--- src/rtl/tapc_pkg.sv ---
// types and constants shared by the touch tap classifier and its checker
`timescale 1ns / 1ps

package tapc_pkg;

    localparam int TAP_X_W   = 11;
    localparam int TAP_Y_W   = 10;
    localparam int ROW_W     = 7;
    localparam int OUT_W     = 32;
    localparam int SLOP_W    = 11;
    localparam int WIDTH_W   = 11;
    localparam int MARGIN_W  = 10;
    localparam int HEIGHT_W  = 10;
    localparam int CFG_IDX_W = 3;
    localparam int CFG_DATA_W = 11;

    localparam logic [SLOP_W-1:0]   TAP_SLOP_RESET      = SLOP_W'(40);
    localparam logic [WIDTH_W-1:0]  SIDEBAR_WIDTH_RESET = WIDTH_W'(410);
    localparam logic [MARGIN_W-1:0] TOP_MARGIN_RESET    = '0;
    localparam logic [HEIGHT_W-1:0] MIN_ROW_HEIGHT      = HEIGHT_W'(8);
    localparam logic [ROW_W-1:0]    ROW_MAX             = ROW_W'(127);

    typedef enum logic [CFG_IDX_W-1:0] {
        CFG_ENABLE     = 3'd0,
        CFG_TAP_SLOP   = 3'd1,
        CFG_SB_WIDTH   = 3'd2,
        CFG_SB_MARGIN  = 3'd3,
        CFG_SB_HEIGHT  = 3'd4
    } cfg_idx_t;

    typedef enum logic [2:0] {
        ST_IDLE,
        ST_SQ_X,
        ST_SQ_Y,
        ST_SLOP,
        ST_PREP,
        ST_DIV,
        ST_DONE
    } tapc_state_t;

endpackage

--- src/rtl/touch_tap_classifier.sv ---
// touch tap classifier: press/release tracking, slop check and sidebar row lookup
`timescale 1ns / 1ps

// One touch poll is taken per input word. Polls that keep or start a touch, polls
// with no touch after a release, and all polls while disabled are handled in the
// idle state. A release poll runs a sequencer over one shared multiplier (dx
// squared, dy squared, slop squared, one step each); a release that traveled
// farther than the slop is dropped there. An accepted tap then runs a restoring
// divider that produces one quotient bit per cycle for the sidebar row, and the
// block takes no new poll until the tap is done.
// A tap result sits in an output register, so the next poll is accepted while the
// tap waits to be taken; the block stalls only if a second tap finishes first.
module touch_tap_classifier #(
    parameter int X_COORD_BITS = 11,
    parameter int Y_COORD_BITS = 10
) (
    input  logic                             clk,
    input  logic                             rst_n,
    input  logic                             cfg_we,
    input  logic [tapc_pkg::CFG_IDX_W-1:0]   cfg_index,
    input  logic [tapc_pkg::CFG_DATA_W-1:0]  cfg_wdata,
    input  logic                             s_tvalid,
    output logic                             s_tready,
    // touch_present, touch_x, touch_y
    input  logic [((1+X_COORD_BITS+Y_COORD_BITS+7)/8)*8-1:0] s_tdata,
    output logic                             m_tvalid,
    input  logic                             m_tready,
    // tap_x, tap_y, in_sidebar, sidebar_row
    output logic [tapc_pkg::OUT_W-1:0]       m_tdata
);

    localparam int XW  = X_COORD_BITS;
    localparam int YW  = Y_COORD_BITS;
    localparam int MW0 = (XW > YW) ? XW : YW;
    localparam int MW  = (MW0 > tapc_pkg::SLOP_W) ? MW0 : tapc_pkg::SLOP_W;
    localparam int PW  = 2 * MW;
    localparam int AW  = PW + 1;
    localparam int CW  = $clog2(YW + 1);
    localparam int XCW = (XW > tapc_pkg::WIDTH_W) ? XW : tapc_pkg::WIDTH_W;
    localparam int YCW = (YW > tapc_pkg::MARGIN_W) ? YW : tapc_pkg::MARGIN_W;
    localparam int RW  = tapc_pkg::HEIGHT_W + 1;

    tapc_pkg::tapc_state_t state_reg, state_next;

    logic                          enable_reg;
    logic [tapc_pkg::SLOP_W-1:0]   tap_slop_reg;
    logic [tapc_pkg::WIDTH_W-1:0]  sidebar_width_reg;
    logic [tapc_pkg::MARGIN_W-1:0] sidebar_top_margin_reg;
    logic [tapc_pkg::HEIGHT_W-1:0] sidebar_row_height_reg;

    logic               was_touched_reg, was_touched_next;
    logic [XW-1:0]      last_x_reg, last_x_next;
    logic [YW-1:0]      last_y_reg, last_y_next;
    logic [XW-1:0]      press_x_reg, press_x_next;
    logic [YW-1:0]      press_y_reg, press_y_next;
    logic [AW-1:0]      acc_reg, acc_next;
    logic               side_reg, side_next;
    logic [YW-1:0]      num_reg, num_next;
    logic [RW-1:0]      rem_reg, rem_next;
    logic [YW-1:0]      quo_reg, quo_next;
    logic [CW-1:0]      cnt_reg, cnt_next;
    logic               m_tvalid_reg, m_tvalid_next;
    logic [tapc_pkg::OUT_W-1:0] m_tdata_reg, m_tdata_next;

    logic                 touch_present;
    logic [XW-1:0]        touch_x;
    logic [YW-1:0]        touch_y;
    logic                 in_accept;
    logic [XW-1:0]        dx;
    logic [YW-1:0]        dy;
    logic [MW-1:0]        mul_op;
    logic [PW-1:0]        prod;
    logic                 side_now;
    logic                 y_ge_margin;
    logic [YCW-1:0]       y_off;
    logic [tapc_pkg::HEIGHT_W-1:0] row_h;
    logic [RW-1:0]        trial;
    logic                 q_bit;
    logic [tapc_pkg::ROW_W-1:0] row_sat;

    assign touch_present = s_tdata[0];
    assign touch_x       = s_tdata[XW:1];
    assign touch_y       = s_tdata[XW+YW:XW+1];

    assign s_tready  = (state_reg == tapc_pkg::ST_IDLE);
    assign in_accept = s_tvalid && s_tready;
    assign m_tvalid  = m_tvalid_reg;
    assign m_tdata   = m_tdata_reg;

    // configuration registers
    always_ff @(posedge clk or negedge rst_n)
    begin
        if (!rst_n)
        begin
            enable_reg             <= 1'b1;
            tap_slop_reg           <= tapc_pkg::TAP_SLOP_RESET;
            sidebar_width_reg      <= tapc_pkg::SIDEBAR_WIDTH_RESET;
            sidebar_top_margin_reg <= tapc_pkg::TOP_MARGIN_RESET;
            sidebar_row_height_reg <= tapc_pkg::MIN_ROW_HEIGHT;
        end
        else if (cfg_we)
        begin
            unique case (tapc_pkg::cfg_idx_t'(cfg_index))
                tapc_pkg::CFG_ENABLE:    enable_reg <= cfg_wdata[0];
                tapc_pkg::CFG_TAP_SLOP:  tap_slop_reg <= cfg_wdata;
                tapc_pkg::CFG_SB_WIDTH:  sidebar_width_reg <= cfg_wdata;
                tapc_pkg::CFG_SB_MARGIN:
                    sidebar_top_margin_reg <= cfg_wdata[tapc_pkg::MARGIN_W-1:0];
                tapc_pkg::CFG_SB_HEIGHT:
                    sidebar_row_height_reg <= cfg_wdata[tapc_pkg::HEIGHT_W-1:0];
                default:
                begin
                end
            endcase
        end
    end

    // shared datapath pieces
    always_comb
    begin
        dx = (last_x_reg >= press_x_reg) ? (last_x_reg - press_x_reg)
                                         : (press_x_reg - last_x_reg);
        dy = (last_y_reg >= press_y_reg) ? (last_y_reg - press_y_reg)
                                         : (press_y_reg - last_y_reg);
        unique case (state_reg)
            tapc_pkg::ST_SQ_Y: mul_op = MW'(dy);
            tapc_pkg::ST_SLOP: mul_op = MW'(tap_slop_reg);
            default:           mul_op = MW'(dx);
        endcase
        prod = PW'(mul_op) * PW'(mul_op);

        side_now    = XCW'(last_x_reg) < XCW'(sidebar_width_reg);
        y_ge_margin = YCW'(last_y_reg) >= YCW'(sidebar_top_margin_reg);
        y_off       = YCW'(last_y_reg) - YCW'(sidebar_top_margin_reg);
        row_h       = (sidebar_row_height_reg < tapc_pkg::MIN_ROW_HEIGHT)
                      ? tapc_pkg::MIN_ROW_HEIGHT : sidebar_row_height_reg;

        trial = {rem_reg[RW-2:0], num_reg[YW-1]};
        q_bit = trial >= RW'(row_h);

        row_sat = (quo_reg > YW'(tapc_pkg::ROW_MAX)) ? tapc_pkg::ROW_MAX
                                                      : quo_reg[tapc_pkg::ROW_W-1:0];
    end

    // state register
    always_ff @(posedge clk or negedge rst_n)
    begin
        if (!rst_n)
        begin
            state_reg <= tapc_pkg::ST_IDLE;
        end
        else
        begin
            state_reg <= state_next;
        end
    end

    // next state and datapath
    always_comb
    begin
        state_next       = state_reg;
        was_touched_next = was_touched_reg;
        last_x_next      = last_x_reg;
        last_y_next      = last_y_reg;
        press_x_next     = press_x_reg;
        press_y_next     = press_y_reg;
        acc_next         = acc_reg;
        side_next        = side_reg;
        num_next         = num_reg;
        rem_next         = rem_reg;
        quo_next         = quo_reg;
        cnt_next         = cnt_reg;
        m_tvalid_next    = m_tvalid_reg && !m_tready;
        m_tdata_next     = m_tdata_reg;

        unique case (state_reg)
            tapc_pkg::ST_IDLE:
            begin
                if (in_accept && enable_reg)
                begin
                    was_touched_next = touch_present;
                    if (touch_present)
                    begin
                        last_x_next = touch_x;
                        last_y_next = touch_y;
                        if (!was_touched_reg)
                        begin
                            press_x_next = touch_x;
                            press_y_next = touch_y;
                        end
                    end
                    else if (was_touched_reg)
                    begin
                        state_next = tapc_pkg::ST_SQ_X;
                    end
                end
            end
            tapc_pkg::ST_SQ_X:
            begin
                acc_next   = AW'(prod);
                state_next = tapc_pkg::ST_SQ_Y;
            end
            tapc_pkg::ST_SQ_Y:
            begin
                acc_next   = acc_reg + AW'(prod);
                state_next = tapc_pkg::ST_SLOP;
            end
            tapc_pkg::ST_SLOP:
            begin
                state_next = (acc_reg <= AW'(prod)) ? tapc_pkg::ST_PREP
                                                    : tapc_pkg::ST_IDLE;
            end
            tapc_pkg::ST_PREP:
            begin
                side_next  = side_now;
                num_next   = (side_now && y_ge_margin) ? y_off[YW-1:0] : '0;
                rem_next   = '0;
                quo_next   = '0;
                cnt_next   = CW'(YW);
                state_next = tapc_pkg::ST_DIV;
            end
            tapc_pkg::ST_DIV:
            begin
                rem_next = q_bit ? (trial - RW'(row_h)) : trial;
                quo_next = {quo_reg[YW-2:0], q_bit};
                num_next = {num_reg[YW-2:0], 1'b0};
                cnt_next = cnt_reg - CW'(1);
                if (cnt_reg == CW'(1))
                begin
                    state_next = tapc_pkg::ST_DONE;
                end
            end
            tapc_pkg::ST_DONE:
            begin
                if (!m_tvalid_reg || m_tready)
                begin
                    m_tvalid_next = 1'b1;
                    m_tdata_next  = {
                        (tapc_pkg::OUT_W - tapc_pkg::TAP_X_W - tapc_pkg::TAP_Y_W
                         - 1 - tapc_pkg::ROW_W)'(0),
                        row_sat,
                        side_reg,
                        tapc_pkg::TAP_Y_W'(last_y_reg),
                        tapc_pkg::TAP_X_W'(last_x_reg)
                    };
                    state_next    = tapc_pkg::ST_IDLE;
                end
            end
            default:
            begin
                state_next = tapc_pkg::ST_IDLE;
            end
        endcase
    end

    always_ff @(posedge clk or negedge rst_n)
    begin
        if (!rst_n)
        begin
            was_touched_reg <= 1'b0;
            last_x_reg      <= '0;
            last_y_reg      <= '0;
            press_x_reg     <= '0;
            press_y_reg     <= '0;
            m_tvalid_reg    <= 1'b0;
        end
        else
        begin
            was_touched_reg <= was_touched_next;
            last_x_reg      <= last_x_next;
            last_y_reg      <= last_y_next;
            press_x_reg     <= press_x_next;
            press_y_reg     <= press_y_next;
            m_tvalid_reg    <= m_tvalid_next;
        end
    end

    always_ff @(posedge clk)
    begin
        acc_reg     <= acc_next;
        side_reg    <= side_next;
        num_reg     <= num_next;
        rem_reg     <= rem_next;
        quo_reg     <= quo_next;
        cnt_reg     <= cnt_next;
        m_tdata_reg <= m_tdata_next;
    end

endmodule

--- config.mk ---
export PLATFORM = sky130hd
export DESIGN_NAME = touch_tap_classifier
export DESIGN_NICKNAME = d
export VERILOG_FILES = /design/src/rtl/tapc_pkg.sv /design/src/rtl/touch_tap_classifier.sv
export SDC_FILE = /design/constraint.sdc
export NUM_CORES = 1
export LEC_CHECK = 0
export ABC_AREA = 1
export BUFFER_PORTS_ARGS = -buffer_cell sky130_fd_sc_hd__buf_4
export CORE_MARGIN = 2
export CORE_UTILIZATION = 68
export DETAILED_ROUTE_END_ITERATION = 8
export GPL_TIMING_DRIVEN = 1
export PLACE_DENSITY = 0.87
export SLEW_MARGIN = 20
export SYNTH_ARGS = -nofsm -noshare
export SYNTH_HDL_FRONTEND = slang
export SYNTH_SLANG_ARGS = --single-unit
--- constraint.sdc ---
create_clock -name clk -period 11.83 [get_ports clk]
set_clock_uncertainty 0.15 [all_clocks]
set_input_delay 0.5915 -clock clk [delete_from_list [all_inputs] [get_ports clk]]
set_output_delay 0.5915 -clock clk [all_outputs]
set_load 0.005 [all_outputs]
# Yosys cells after proc, flatten, opt, wreduce, memory -nomap -nowiden

Index checks and enable logic that the tools add are counted.

Flip-flop bits (word level): 177
Input bits: 43
Output and inout bits: 34
Word-level logic and storage cells: 95

Add/subtract/negate cells: 8
$mul: 1
$lt $le $gt $ge: 8
Equal/unequal tests: 16
Mux-type cells: 20
Bitwise logic cells: 1
Reduce and logical (&&, ||, !) cells: 21

Operators with widths:

| cell                | number |
|---|---|
| $pmux 10 s2         | 3 |
| $pmux 23 s2         | 1 |
| $mux 10             | 4 |
| $sub 10x10->10      | 4 |
| $add 23x22->23      | 1 |
| $le 23x22->1        | 1 |
| $mul 11x11->22      | 1 |
| $pmux 11 s2         | 1 |
| $sub 11x11->11      | 2 |
| $pmux 3 s7          | 1 |
| $ge 10x10->1        | 2 |
| $mux 3              | 6 |
| $reduce_and 2->1    | 7 |
| $eq 3x2->1 const B  | 4 |
| $eq 3x3->1 const B  | 4 |
| $ge 11x10->1        | 1 |
| $ge 11x11->1        | 1 |
| $lt 11x11->1        | 1 |
| $mux 11             | 1 |
| $gt 10x7->1 const B | 1 |
| $lt 10x4->1 const B | 1 |
| $pmux 4 s2          | 1 |
| $eq 3x1->1 const B  | 2 |
| $logic_not 3->1     | 2 |
| other kinds (13)    | 22 |

# Longest topological paths before layout

Gate-level depths: netlist of the first run.

Depth in word-level cells: 7
Gate-level depth with buffers: 51
Gate-level depth less buffers: 49

# Least setup slack after synthesis of the first run

Ideal clock, no wire load.

Path kind: register to register
Start point: reg last_x_reg[0]
End point: reg acc_reg[19] (data pin)
Setup time: 265 ps
Arrival: 7263 ps
Data required time: 11415 ps
Setup slack: 4152 ps
Cell stages (with the launch flop): 44
Buffers on the path: 0
Clock period less this slack: 7678 ps
Path through: dfrtp_1 inv_1 ha_1 inv_1 fa_1 nand2_1 inv_1 o21ai_0 nand2_1 nand2_1 nand2_1 xor2_1 nand2_1 nand2_1 nand2_1 nand2_2 inv_2 nand2_1 (+8 left out) ha_1 nand2_1 o21ai_0 a21oi_1 or2_1 nand2_1 inv_1 ha_1 nand2_1 nor2_1 inv_1 nor2_1 nand3_1 nand3_1 a21o_1 or2_0 nand3_1 o21ai_1

Longest elaborated chain between the ends: 6
Elaborated cells between the ends (all ways): 8
Classes of those cells: add/sub: 3; mul: 1; order compare: 1; mux: 3

Ends and longest elaborated chain:

| element                                | RTL line                    | source |
|---|---|---|
| from (decl)                            | touch_tap_classifier.sv:52  | `logic [XW-1:0] last_x_reg, last_x_next;` |
| from (signal assigned)                 | touch_tap_classifier.sv:270 | `last_x_reg <= last_x_next;` |
| $sub 11x11->11 (tied with other cells) | touch_tap_classifier.sv:122 | `: (press_x_reg - last_x_reg);` |
| $mux 11 (*)                            | touch_tap_classifier.sv:121 | `dx = (last_x_reg >= press_x_reg) ? (last_x_reg - press_x_reg)` |
| $pmux 11 s2 (*)                        | touch_tap_classifier.sv:125 | `unique case (state_reg)` |
| $mul 11x11->22 (*)                     | touch_tap_classifier.sv:130 | `prod = PW'(mul_op) * PW'(mul_op);` |
| $add 23x22->23                         | touch_tap_classifier.sv:205 | `acc_next = acc_reg + AW'(prod);` |
| $pmux 23 s2 (*)                        | touch_tap_classifier.sv:176 | `unique case (state_reg)` |
| net acc_next[19]                       | touch_tap_classifier.sv:56  | `logic [AW-1:0] acc_reg, acc_next;` |
| to (signal assigned)                   | touch_tap_classifier.sv:280 | `acc_reg <= acc_next;` |
| to (decl)                              | touch_tap_classifier.sv:56  |  |

Mark *: on every way through the listed nets, which the timed path passes. The rest lies on a longest branch.
A chain may end at the register's enable or synchronous reset.

# Final worst setup path of the first run

Start point: reg last_y_reg[0]
End point: reg acc_reg[22] (data pin)

Longest elaborated chain between the ends: 6
Elaborated cells between the ends (all ways): 8
Classes of those cells: add/sub: 3; mul: 1; order compare: 1; mux: 3

Ends and longest elaborated chain:

| element                                | RTL line                    | source |
|---|---|---|
| from (decl)                            | touch_tap_classifier.sv:53  | `logic [YW-1:0] last_y_reg, last_y_next;` |
| from (signal assigned)                 | touch_tap_classifier.sv:271 | `last_y_reg <= last_y_next;` |
| $sub 10x10->10 (tied with other cells) | touch_tap_classifier.sv:124 | `: (press_y_reg - last_y_reg);` |
| $mux 10 (*)                            | touch_tap_classifier.sv:123 | `dy = (last_y_reg >= press_y_reg) ? (last_y_reg - press_y_reg)` |
| $pmux 11 s2 (*)                        | touch_tap_classifier.sv:125 |  |
| $mul 11x11->22 (*)                     | touch_tap_classifier.sv:130 |  |
| $add 23x22->23 (*)                     | touch_tap_classifier.sv:205 |  |
| $pmux 23 s2 (*)                        | touch_tap_classifier.sv:176 |  |

Every way passes the cells marked *; elsewhere a longest branch is shown, timed or not.

==> results of run 1 <==
-- per-layer routing --
metal	part of all wire, %	routed length (um)	up-vias
met5	0	0	-
met4	2.4	906	0
met3	6.1	2310	73
met2	49	18800	457
met1	42	16000	6278
li1	-	-	6468
-- worst paths after layout --
check | to | startpoint | cells after the start
max | acc_reg[22]$_SDFFCE_PN0P_ | last_y_reg[0]$_DFFE_PN0P_ | 36
min | last_x_reg[3]$_DFFE_PN0P_ | s_tdata[4] | 3
max reg2reg | acc_reg[22]$_SDFFCE_PN0P_ | last_y_reg[0]$_DFFE_PN0P_ | 36
min reg2reg | m_tdata[21]$_DFFE_PP_ | side_reg$_DFFE_PP_ | 0
max in group asynchronous | sidebar_top_margin_reg[8]$_DFFE_PN0P_ | rst_n | 3
min in group asynchronous | last_x_reg[7]$_DFFE_PN0P_ | rst_n | 2
-- worst max-delay path, delay by kind of cell (launching register included) --
family	cells	cell delay [ns]
adders and majority gates	9	4.02
and+or+nand+nor	14	2.85
AOI/OAI and AO/OA	5	1.02
buffers and inverters	8	0.68
DFF	1	0.40
-- cell type report --
type                    instances  area (um^2)  area share, %
well taps                     285          357           2.09
clock buffers                  19          433           2.54
multi-input cells            1397         9230           54.2
repair buffers                 80          627           3.68
clock inverters                13          123          0.720
inverters                     366         1390           8.17
flip-flops and latches        177         4880           28.6
-- cells in the final DEF (no fill, tap or decap), types with 17 or more instances in the layout --
cell type  instances
nand2_1          419
inv_1            345
ha_1             166
a21oi_1          143
nor2_1           134
o21ai_0          133
edfxtp_1          87
nand3_1           84
dfrtp_1           81
buf_4             77
fa_1              70
xor2_1            33
nand2_2           29
xnor2_1           20
clkbuf_16         17
-- cells by family (layout without fill, tap and decap cells) --
family / after synthesis / count (layout)
AOI/OAI and AO/OA: 351 / 351
xor gates and xnor gates: 53 / 53
adders and majority gates: 236 / 236
buffers and inverters: 412 / 478
DFF: 177 / 177
other: 1 / 3
and+or+nand+nor: 754 / 754
-- what timing repair did --
item | in CTS | in global routing
endpoints found under the hold margin | 8 | 0
hold buffers | 1 | 0
setup buffers | 0 | 0
resized for setup | 0 | 0
-- stage by stage --
step           hold WS (ns)  util [%]  setup slack [ns]
2_1_floorplan         0.146         -              4.15
3_3_place_gp          0.267      72.6              2.88
3_5_place_dp          0.278      72.6              2.79
4_1_cts               0.219      75.1              2.73
5_1_grt               0.243      75.2              2.05
6_report              0.222      75.2              2.56
==> impl_metrics.csv, run 1 <==
group,metric,value,unit
run_status,run_status,"finished, final reports clean",
worst_setup_path,cp.required,11.98,ns
worst_setup_path,cp_slowest_stage_delay,0.55,ns
timing,slew_headroom,44.0,%
worst_hold_path,min_path_type,"primary input to register",
worst_setup_path,path_common_cell,"inv_1",
worst_setup_path,crit_path_end_kind,"register",
timing,fmax,108,MHz
placed_design,port_buffers,71,
layout,drive_gt1_share,10.9,%
logic_synthesis,ys_types,55,
routing,drtAntennaViolNets,0,
logic_synthesis,synth_top_area_cell,"edfxtp_1",
routing,via_per_inst,5.68,
floorplan,chipWidth,156,um
logic_synthesis,synth-edff-count,87,
placed_design,hpwl,29100,um
routing,drt-initial-drc-count,1209,
logic_synthesis,ys_seq_area_share,31.0,%
clock_tree,root_buffer,"clkbuf_16",
worst_setup_path,crit_type,"register to register",
clock_tree,htree_levels,4,
layout,fin_cells,2337,
logic_synthesis,ys.flop_type,"edfxtp_1",
placed_design,numPlacedInstances,2303,
grt,use_met3,3.89,%
worst_setup_path,worst-r2r-setup-slack,2.56,ns
grt,grt_use_total,32.0,%
clock_tree,cts_buffer_depth,2,
logic_synthesis,yosys.area_share.adder,22.1,%
layout,fillers,1679,
routing,wirelength,38000,um
layout,largest_reg_flops,29,
logic_synthesis,synth_compound_area_share,12.2,%
floorplan,fp.dieArea,24300,um^2
grt,grt-busiest-layer,"met2",
logic_synthesis,synth_xor_area_share,2.95,%
grt,grt_overflow,0,
layout,diodes,0,
logic_synthesis,synth_top_cells_by_count,"nand2_1 (419), inv_1 (345), ha_1 (166), a21oi_1 (144), nor2_1 (138)",
timing,slew_violations,0,
logic_synthesis,synth_simple_gate_area_share,21.2,%
logic_synthesis,synth_top_family_by_area,"adder cells",
layout,area.growth.synth_to_final,8.38,%
floorplan,die_h,156,um
worst_setup_path,cp_slowest_cell,"fa_1",
logic_synthesis,synthMuxAreaShare,0,%
routing,wl_per_cell,16.2,um
grt,grt_max_degree,83,
worst_setup_path,start_kind,"register",
floorplan,io_pins,77,
grt,grt_pass1_vias,13100,
worst_setup_path,crit_fanout,11,
logic_synthesis,synth_top_area_share,16.6,%
routing,drc,0,
routing,dr.pass1.iters,6,
logic_synthesis,synth.area.top_cells,"edfxtp_1 (17%), ha_1 (13%), dfrtp_1 (13%), nand2_1 (10%), fa_1 (8.9%)",
timing,period_share,78.4,%
clock_tree,cts.sinks,177,
clock_tree,cts_tree,"done",
logic_synthesis,ys_ff_latch,177,
grt,met2_usage,55.9,%
grt,antenna_found_initial,0,
logic_synthesis,synth-async-reset-ratio,50.8,%
job,drv_cap,0,
logic_synthesis,syn_inst,1984,
layout,nNetsFinal,2318,
timing,worst_pin_slew,0.833,ns
grt,grt_first_pass_wirelength,62300,um
routing,dr_total_vias,13300,
timing,hold_viol_final,0,
logic_synthesis,synth_most_common_cell,"nand2_1",
floorplan,coreArea,22600,um^2
timing,rsz0062_at_grt,"no",
worst_setup_path,arrival,9.42,ns
floorplan,initial_core_util,69.4,%
floorplan,rows,55,
timing,fin_crit,9.27,ns
logic_synthesis,synth_warnings,0,
layout,design_area,17000,um^2
clock_tree,path_clk_slew,0.08,ns
timing,tns,0,ns
clock_tree,clock_latency,0.45,ns
placed_design,place.gp.congestion,0.951,
grt,use_met1,42.1,%
logic_synthesis,syn_area,15700,um^2
clock_tree,cts_buffers,17,
timing,setup_viol,0,
logic_synthesis,syn_area_per_cell,7.92,um^2
placed_design,placed_area,16400,um^2
Power of run 1 is not shown: default switching activity piles up to over one toggle a cycle in this logic, so the estimate is an artifact.
==> run 2, diff against run 1 <==
CORE_UTILIZATION = 57   (was 68)
PLACE_DENSITY = 0.78   (was 0.87)
clock period = 7.7 ns   (was 11.83 ns; I/O delays follow)
==> run 2 against run 1 <==
The run now ends with negative hold slack, negative setup slack left. Critical path depth up 5. Setup slack worse by 2.9 ns. Register-to-register slack got worse by 2.9 ns. Wire length is 43% higher. Final cell count rose by 18%. Fmax up 15%. Worst hold slack worse by 0.22 ns. Sequential share of layout area shrank 6.2 points. Critical endpoint is now acc_reg[19]$_DFFE_PP_. Non-clock buffer count increased by 367. Utilization grew 5.3 points. First-iteration DRC count increased by 23%. Largest cell class unchanged. Flip-flop and latch count is the same.
==> impl_metrics.csv, run 2 (synthesis results as in run 1) <==
group,metric,value,unit
timing,fin_ws,-0.344,ns
routing,dr_total_vias,16200,
timing,rsz0062_at_grt,"yes",
placed_design,port_buffers,71,
floorplan,rows,60,
worst_setup_path,cp.required,7.72,ns
run_status,run_status,"finished, violations left",
floorplan,fp.dieArea,28900,um^2
grt,grt_overflow,0,
clock_tree,cts_buffer_depth,2,
grt,grt_use_total,32.6,%
worst_hold_path,min_path_type,"primary input to register",
placed_design,numPlacedInstances,2645,
worst_setup_path,cp_slowest_stage_delay,0.57,ns
worst_setup_path,crit_path_end_kind,"register",
timing,slew_headroom,44.4,%
grt,grt_first_pass_wirelength,74800,um
layout,fin_cells,2760,
floorplan,initial_core_util,58.1,%
worst_setup_path,cp_slowest_cell,"fa_2",
grt,grt_pass1_vias,15700,
timing,worst_pin_slew,0.827,ns
timing,period_share,104,%
clock_tree,cts.sinks,177,
clock_tree,cts_buffers,17,
clock_tree,cts_tree,"done",
floorplan,io_pins,77,
floorplan,chipWidth,170,um
clock_tree,root_buffer,"clkbuf_16",
grt,grt_max_degree,79,
timing,timing.hold.ws,-0.00192,ns
layout,diodes,0,
routing,wirelength,54300,um
timing,setup_viol,13,
worst_setup_path,start_kind,"register",
layout,layout_commonest_cell,"buf_4",
placed_design,place.gp.congestion,0.938,
floorplan,coreArea,27000,um^2
layout,fillers,1496,
layout,drive_gt1_share,36.6,%
worst_setup_path,arrival,8.07,ns
timing,slew_violations,0,
timing,fmax,124,MHz
floorplan,die_h,170,um
job,drv_cap,0,
worst_setup_path,crit_fanout,5,
worst_setup_path,crit_type,"register to register",
layout,nNetsFinal,2685,
placed_design,pre_cts_slack,-0.613,ns
routing,drt-initial-drc-count,1490,
routing,wl_per_cell,19.7,um
layout,area.growth.synth_to_final,38.5,%
grt,antenna_found_initial,0,
routing,via_per_inst,5.88,
clock_tree,htree_levels,4,
clock_tree,path_clk_slew,0.09,ns
layout,largest_reg_flops,29,
clock_tree,clock_latency,0.45,ns
timing,hold_viol_final,1,
layout,layout_common_cells,"buf_4 (417), nand2_1 (353), inv_1 (296), o21ai_0 (116), ha_1 (111)",
routing,drtAntennaViolNets,0,
timing,fin_crit,8.04,ns
routing,dr.pass1.iters,8,
run_status,violations,"negative hold slack, negative setup slack",
placed_design,hpwl,33500,um
routing,drc,0,
==> run 2: area by class of cell <==
cell class	count	area, um^2	area share, %
Clock buffer	17	425	1.95
Timing Repair Buffer	447	3510	16.1
Inverter	366	1410	6.48
Sequential cell	177	4880	22.4
Multi-Input combinational cell	1397	11000	50.4
Tap cell	341	427	1.96
Clock inverter	15	156	0.718
==> run 2: worst max-delay path, delay by kind of cell (launching register included) <==
kind            cells  cell delay (ns)
fa+ha+maj           9             3.75
simple gates       16             1.56
compound gates      7             1.04
buf+inv             8             0.67
flops               1             0.39
xor+xnor            1             0.20
==> run 2: stage by stage <==
stage	utilization (%)	setup TNS (ns)	instance area (um^2)	hold slack, ns
after floorplan	-	0	15700	-0.0606
after global placement	69.1	-4.21	18700	0.0828
after detailed placement	69.1	-7.12	18700	0.0870
after CTS	75.2	-0.0470	20300	0.0000908
after global routing	80.5	-6.06	21800	0.0207
final	80.5	-2.57	21800	-0.00192
==> run 2: layer usage <==
| layer | global-route usage [%] | wire (um) |
|---|---|---|
| met1 | 38.5 | 19600 |
| met2 | 58.1 | 26800 |
| met3 | 4.58 | 4040 |
| met4 | 15.9 | 3830 |
| met5 | 0 | 0 |
==> run 2: final timing paths <==
check | depth (start not counted) | to | from | slack, ns
setup reg to reg | 41 | acc_reg[19]$_DFFE_PP_ | last_y_reg[0]$_DFFE_PN0P_ | -0.34
max in group asynchronous | 4 | sidebar_row_height_reg[3]$_DFFE_PN1P_ | rst_n | 6.29
hold reg to reg | 0 | m_tdata[21]$_DFFE_PP_ | side_reg$_DFFE_PP_ | 0.28
hold / removal | 3 | last_x_reg[8]$_DFFE_PN0P_ | s_tdata[9] | -0.002
min in group asynchronous | 2 | press_x_reg[6]$_DFFE_PN0P_ | rst_n | 0.16
setup / recovery | 41 | acc_reg[19]$_DFFE_PP_ | last_y_reg[0]$_DFFE_PN0P_ | -0.34
==> run 2: what timing repair did <==
item,CTS,global route
hold buffers,1,0
pin swaps,78,133
gates resized for setup,165,270
hold endpoints to repair,12,0
endpoints found under the setup margin,14,15
setup buffers,35,47
Power of run 2 is left out for the same reason.
==> run 3, diff against run 2 <==
clock period = 7.2 ns   (was 7.7 ns; I/O delays follow)
==> run 3 against run 2 <==
The run ends with negative setup slack left. Critical path depth is 6 higher. Worst hold slack better by 0.0029 ns. Clock-buffer cell count is 1 higher. Critical path type unchanged. Die area stayed put. First-iteration DRC count is 7.2% higher. Cell area is 1.9% higher.
==> impl_metrics.csv, run 3 (synthesis results as in run 1) <==
group,metric,value,unit
run_status,run_status,"finished, violations left",
run_status,violations,"negative setup slack",
timing,worst_pin_slew,0.785,ns
grt,grt_overflow,0,
layout,area.growth.synth_to_final,41.1,%
timing,rsz0062_at_grt,"yes",
routing,dr.pass1.iters,8,
routing,wl_per_cell,19.4,um
layout,diodes,0,
worst_setup_path,arrival,8.03,ns
timing,fin_crit,7.97,ns
worst_hold_path,min_path_type,"primary input to register",
timing,slew_violations,0,
timing,period_share,111,%
worst_setup_path,crit_type,"register to register",
layout,drive_gt1_share,37.4,%
worst_setup_path,crit_path_end_kind,"register",
grt,grt_first_pass_wirelength,75400,um
layout,layout_commonest_cell,"buf_4",
grt,antenna_found_initial,0,
timing,fmax,125,MHz
clock_tree,cts_buffer_depth,2,
grt,grt_use_total,32.8,%
layout,layout_common_cells,"buf_4 (425), nand2_1 (356), inv_1 (288), nor2_1 (107), ha_1 (105)",
worst_setup_path,path_common_cell,"nand2_1",
clock_tree,cts.sinks,177,
floorplan,chipWidth,170,um
grt,grt_pass1_vias,15600,
timing,fin_ws,-0.770,ns
timing,hold_viol_final,0,
placed_design,placed_area,19100,um^2
layout,largest_reg_flops,29,
layout,design_area,22200,um^2
worst_setup_path,crit_fanout,6,
floorplan,fp.dieArea,28900,um^2
layout,fillers,1419,
clock_tree,path_clk_slew,0.09,ns
routing,via_per_inst,5.87,
clock_tree,cts_buffers,17,
worst_setup_path,cp_slowest_cell,"fa_1",
timing,tns,-8.08,ns
worst_setup_path,cp.required,7.26,ns
timing,setup_viol,15,
worst_setup_path,start_kind,"register",
timing,slew_headroom,47.6,%
worst_setup_path,cp_slowest_stage_delay,0.58,ns
placed_design,hpwl,33800,um
routing,drtAntennaViolNets,0,
clock_tree,clock_latency,0.46,ns
placed_design,place.gp.congestion,0.919,
floorplan,io_pins,77,
placed_design,pre_cts_slack,-0.775,ns
grt,grt_max_degree,84,
clock_tree,root_buffer,"clkbuf_16",
floorplan,coreArea,27000,um^2
job,drv_cap,0,
placed_design,port_buffers,71,
routing,drt-initial-drc-count,1597,
routing,drc,0,
layout,nNetsFinal,2699,
clock_tree,cts_tree,"done",
floorplan,initial_core_util,58.1,%
floorplan,rows,60,
routing,wirelength,53700,um
floorplan,die_h,170,um
routing,dr_total_vias,16300,
clock_tree,htree_levels,4,
-- run 3: layout make-up --
type	count	area (um^2)	share of cell area (%)
repair buffers	460	3640	16.4
multi-input cells	1397	11200	50.4
flip-flops and latches	177	4880	22.0
clock buffers	18	429	1.94
clock inverters	14	184	0.829
repair inverters	1	6.26	0.0282
well taps	341	427	1.92
inverters	366	1440	6.51
-- run 3: path summary, 6_finish.rpt --
path | cells after the start | to | slack (ns) | startpoint
max in group asynchronous | 3 | press_y_reg[7]$_DFFE_PN0P_ | 5.81 | rst_n
min in group asynchronous | 2 | press_x_reg[6]$_DFFE_PN0P_ | 0.10 | rst_n
worst min-delay path | 3 | last_y_reg[7]$_DFFE_PN0P_ | 0.001 | s_tdata[19]
worst max register to register | 47 | acc_reg[19]$_DFFE_PP_ | -0.77 | last_y_reg[3]$_DFFE_PN0P_
worst max-delay path | 47 | acc_reg[19]$_DFFE_PP_ | -0.77 | last_y_reg[3]$_DFFE_PN0P_
worst min register to register | 0 | m_tdata[21]$_DFFE_PP_ | 0.28 | side_reg$_DFFE_PP_
-- run 3: per-stage QoR --
| stage | hold WS [ns] | utilization, % | cells |
|---|---|---|---|
| after detailed placement | 0.0322 | 70.5 | 2653 |
| after global routing | 0.0202 | 82.1 | 2774 |
| after floorplan | -0.0856 | - | 1986 |
| after CTS | 0.00290 | 77.0 | 2731 |
| after global placement | 0.0304 | 70.5 | 2653 |
| final | 0.00101 | 82.1 | 2774 |
-- run 3: repair_timing --
action,CTS,global route
hold buffers,7,0
buffers inserted,39,44
endpoints found under the hold margin,13,0
pin swaps,90,105
setup endpoints to repair,15,16
gates resized for setup,160,262
cloned,1,0
-- run 3: critical path: cells and delay by family (launching register included) --
family / cells / cell delay [ns]
fa+ha+maj: 8 / 2.81
simple gates: 18 / 1.87
flops: 1 / 0.41
compound gates: 10 / 1.45
buf+inv: 11 / 1.02
-- run 3: layer usage --
| metal | global-route usage, % | vias to the layer above | wire length (um) |
|---|---|---|---|
| met1 | 39.3 | 7757 | 19700 |
| li1 | - | 7243 | - |
| met2 | 58.0 | 966 | 26800 |
| met3 | 4.91 | 320 | 3630 |
| met4 | 15.2 | 0 | 3550 |
| met5 | 0 | - | 0 |
Power of run 3 is left out for the same reason.
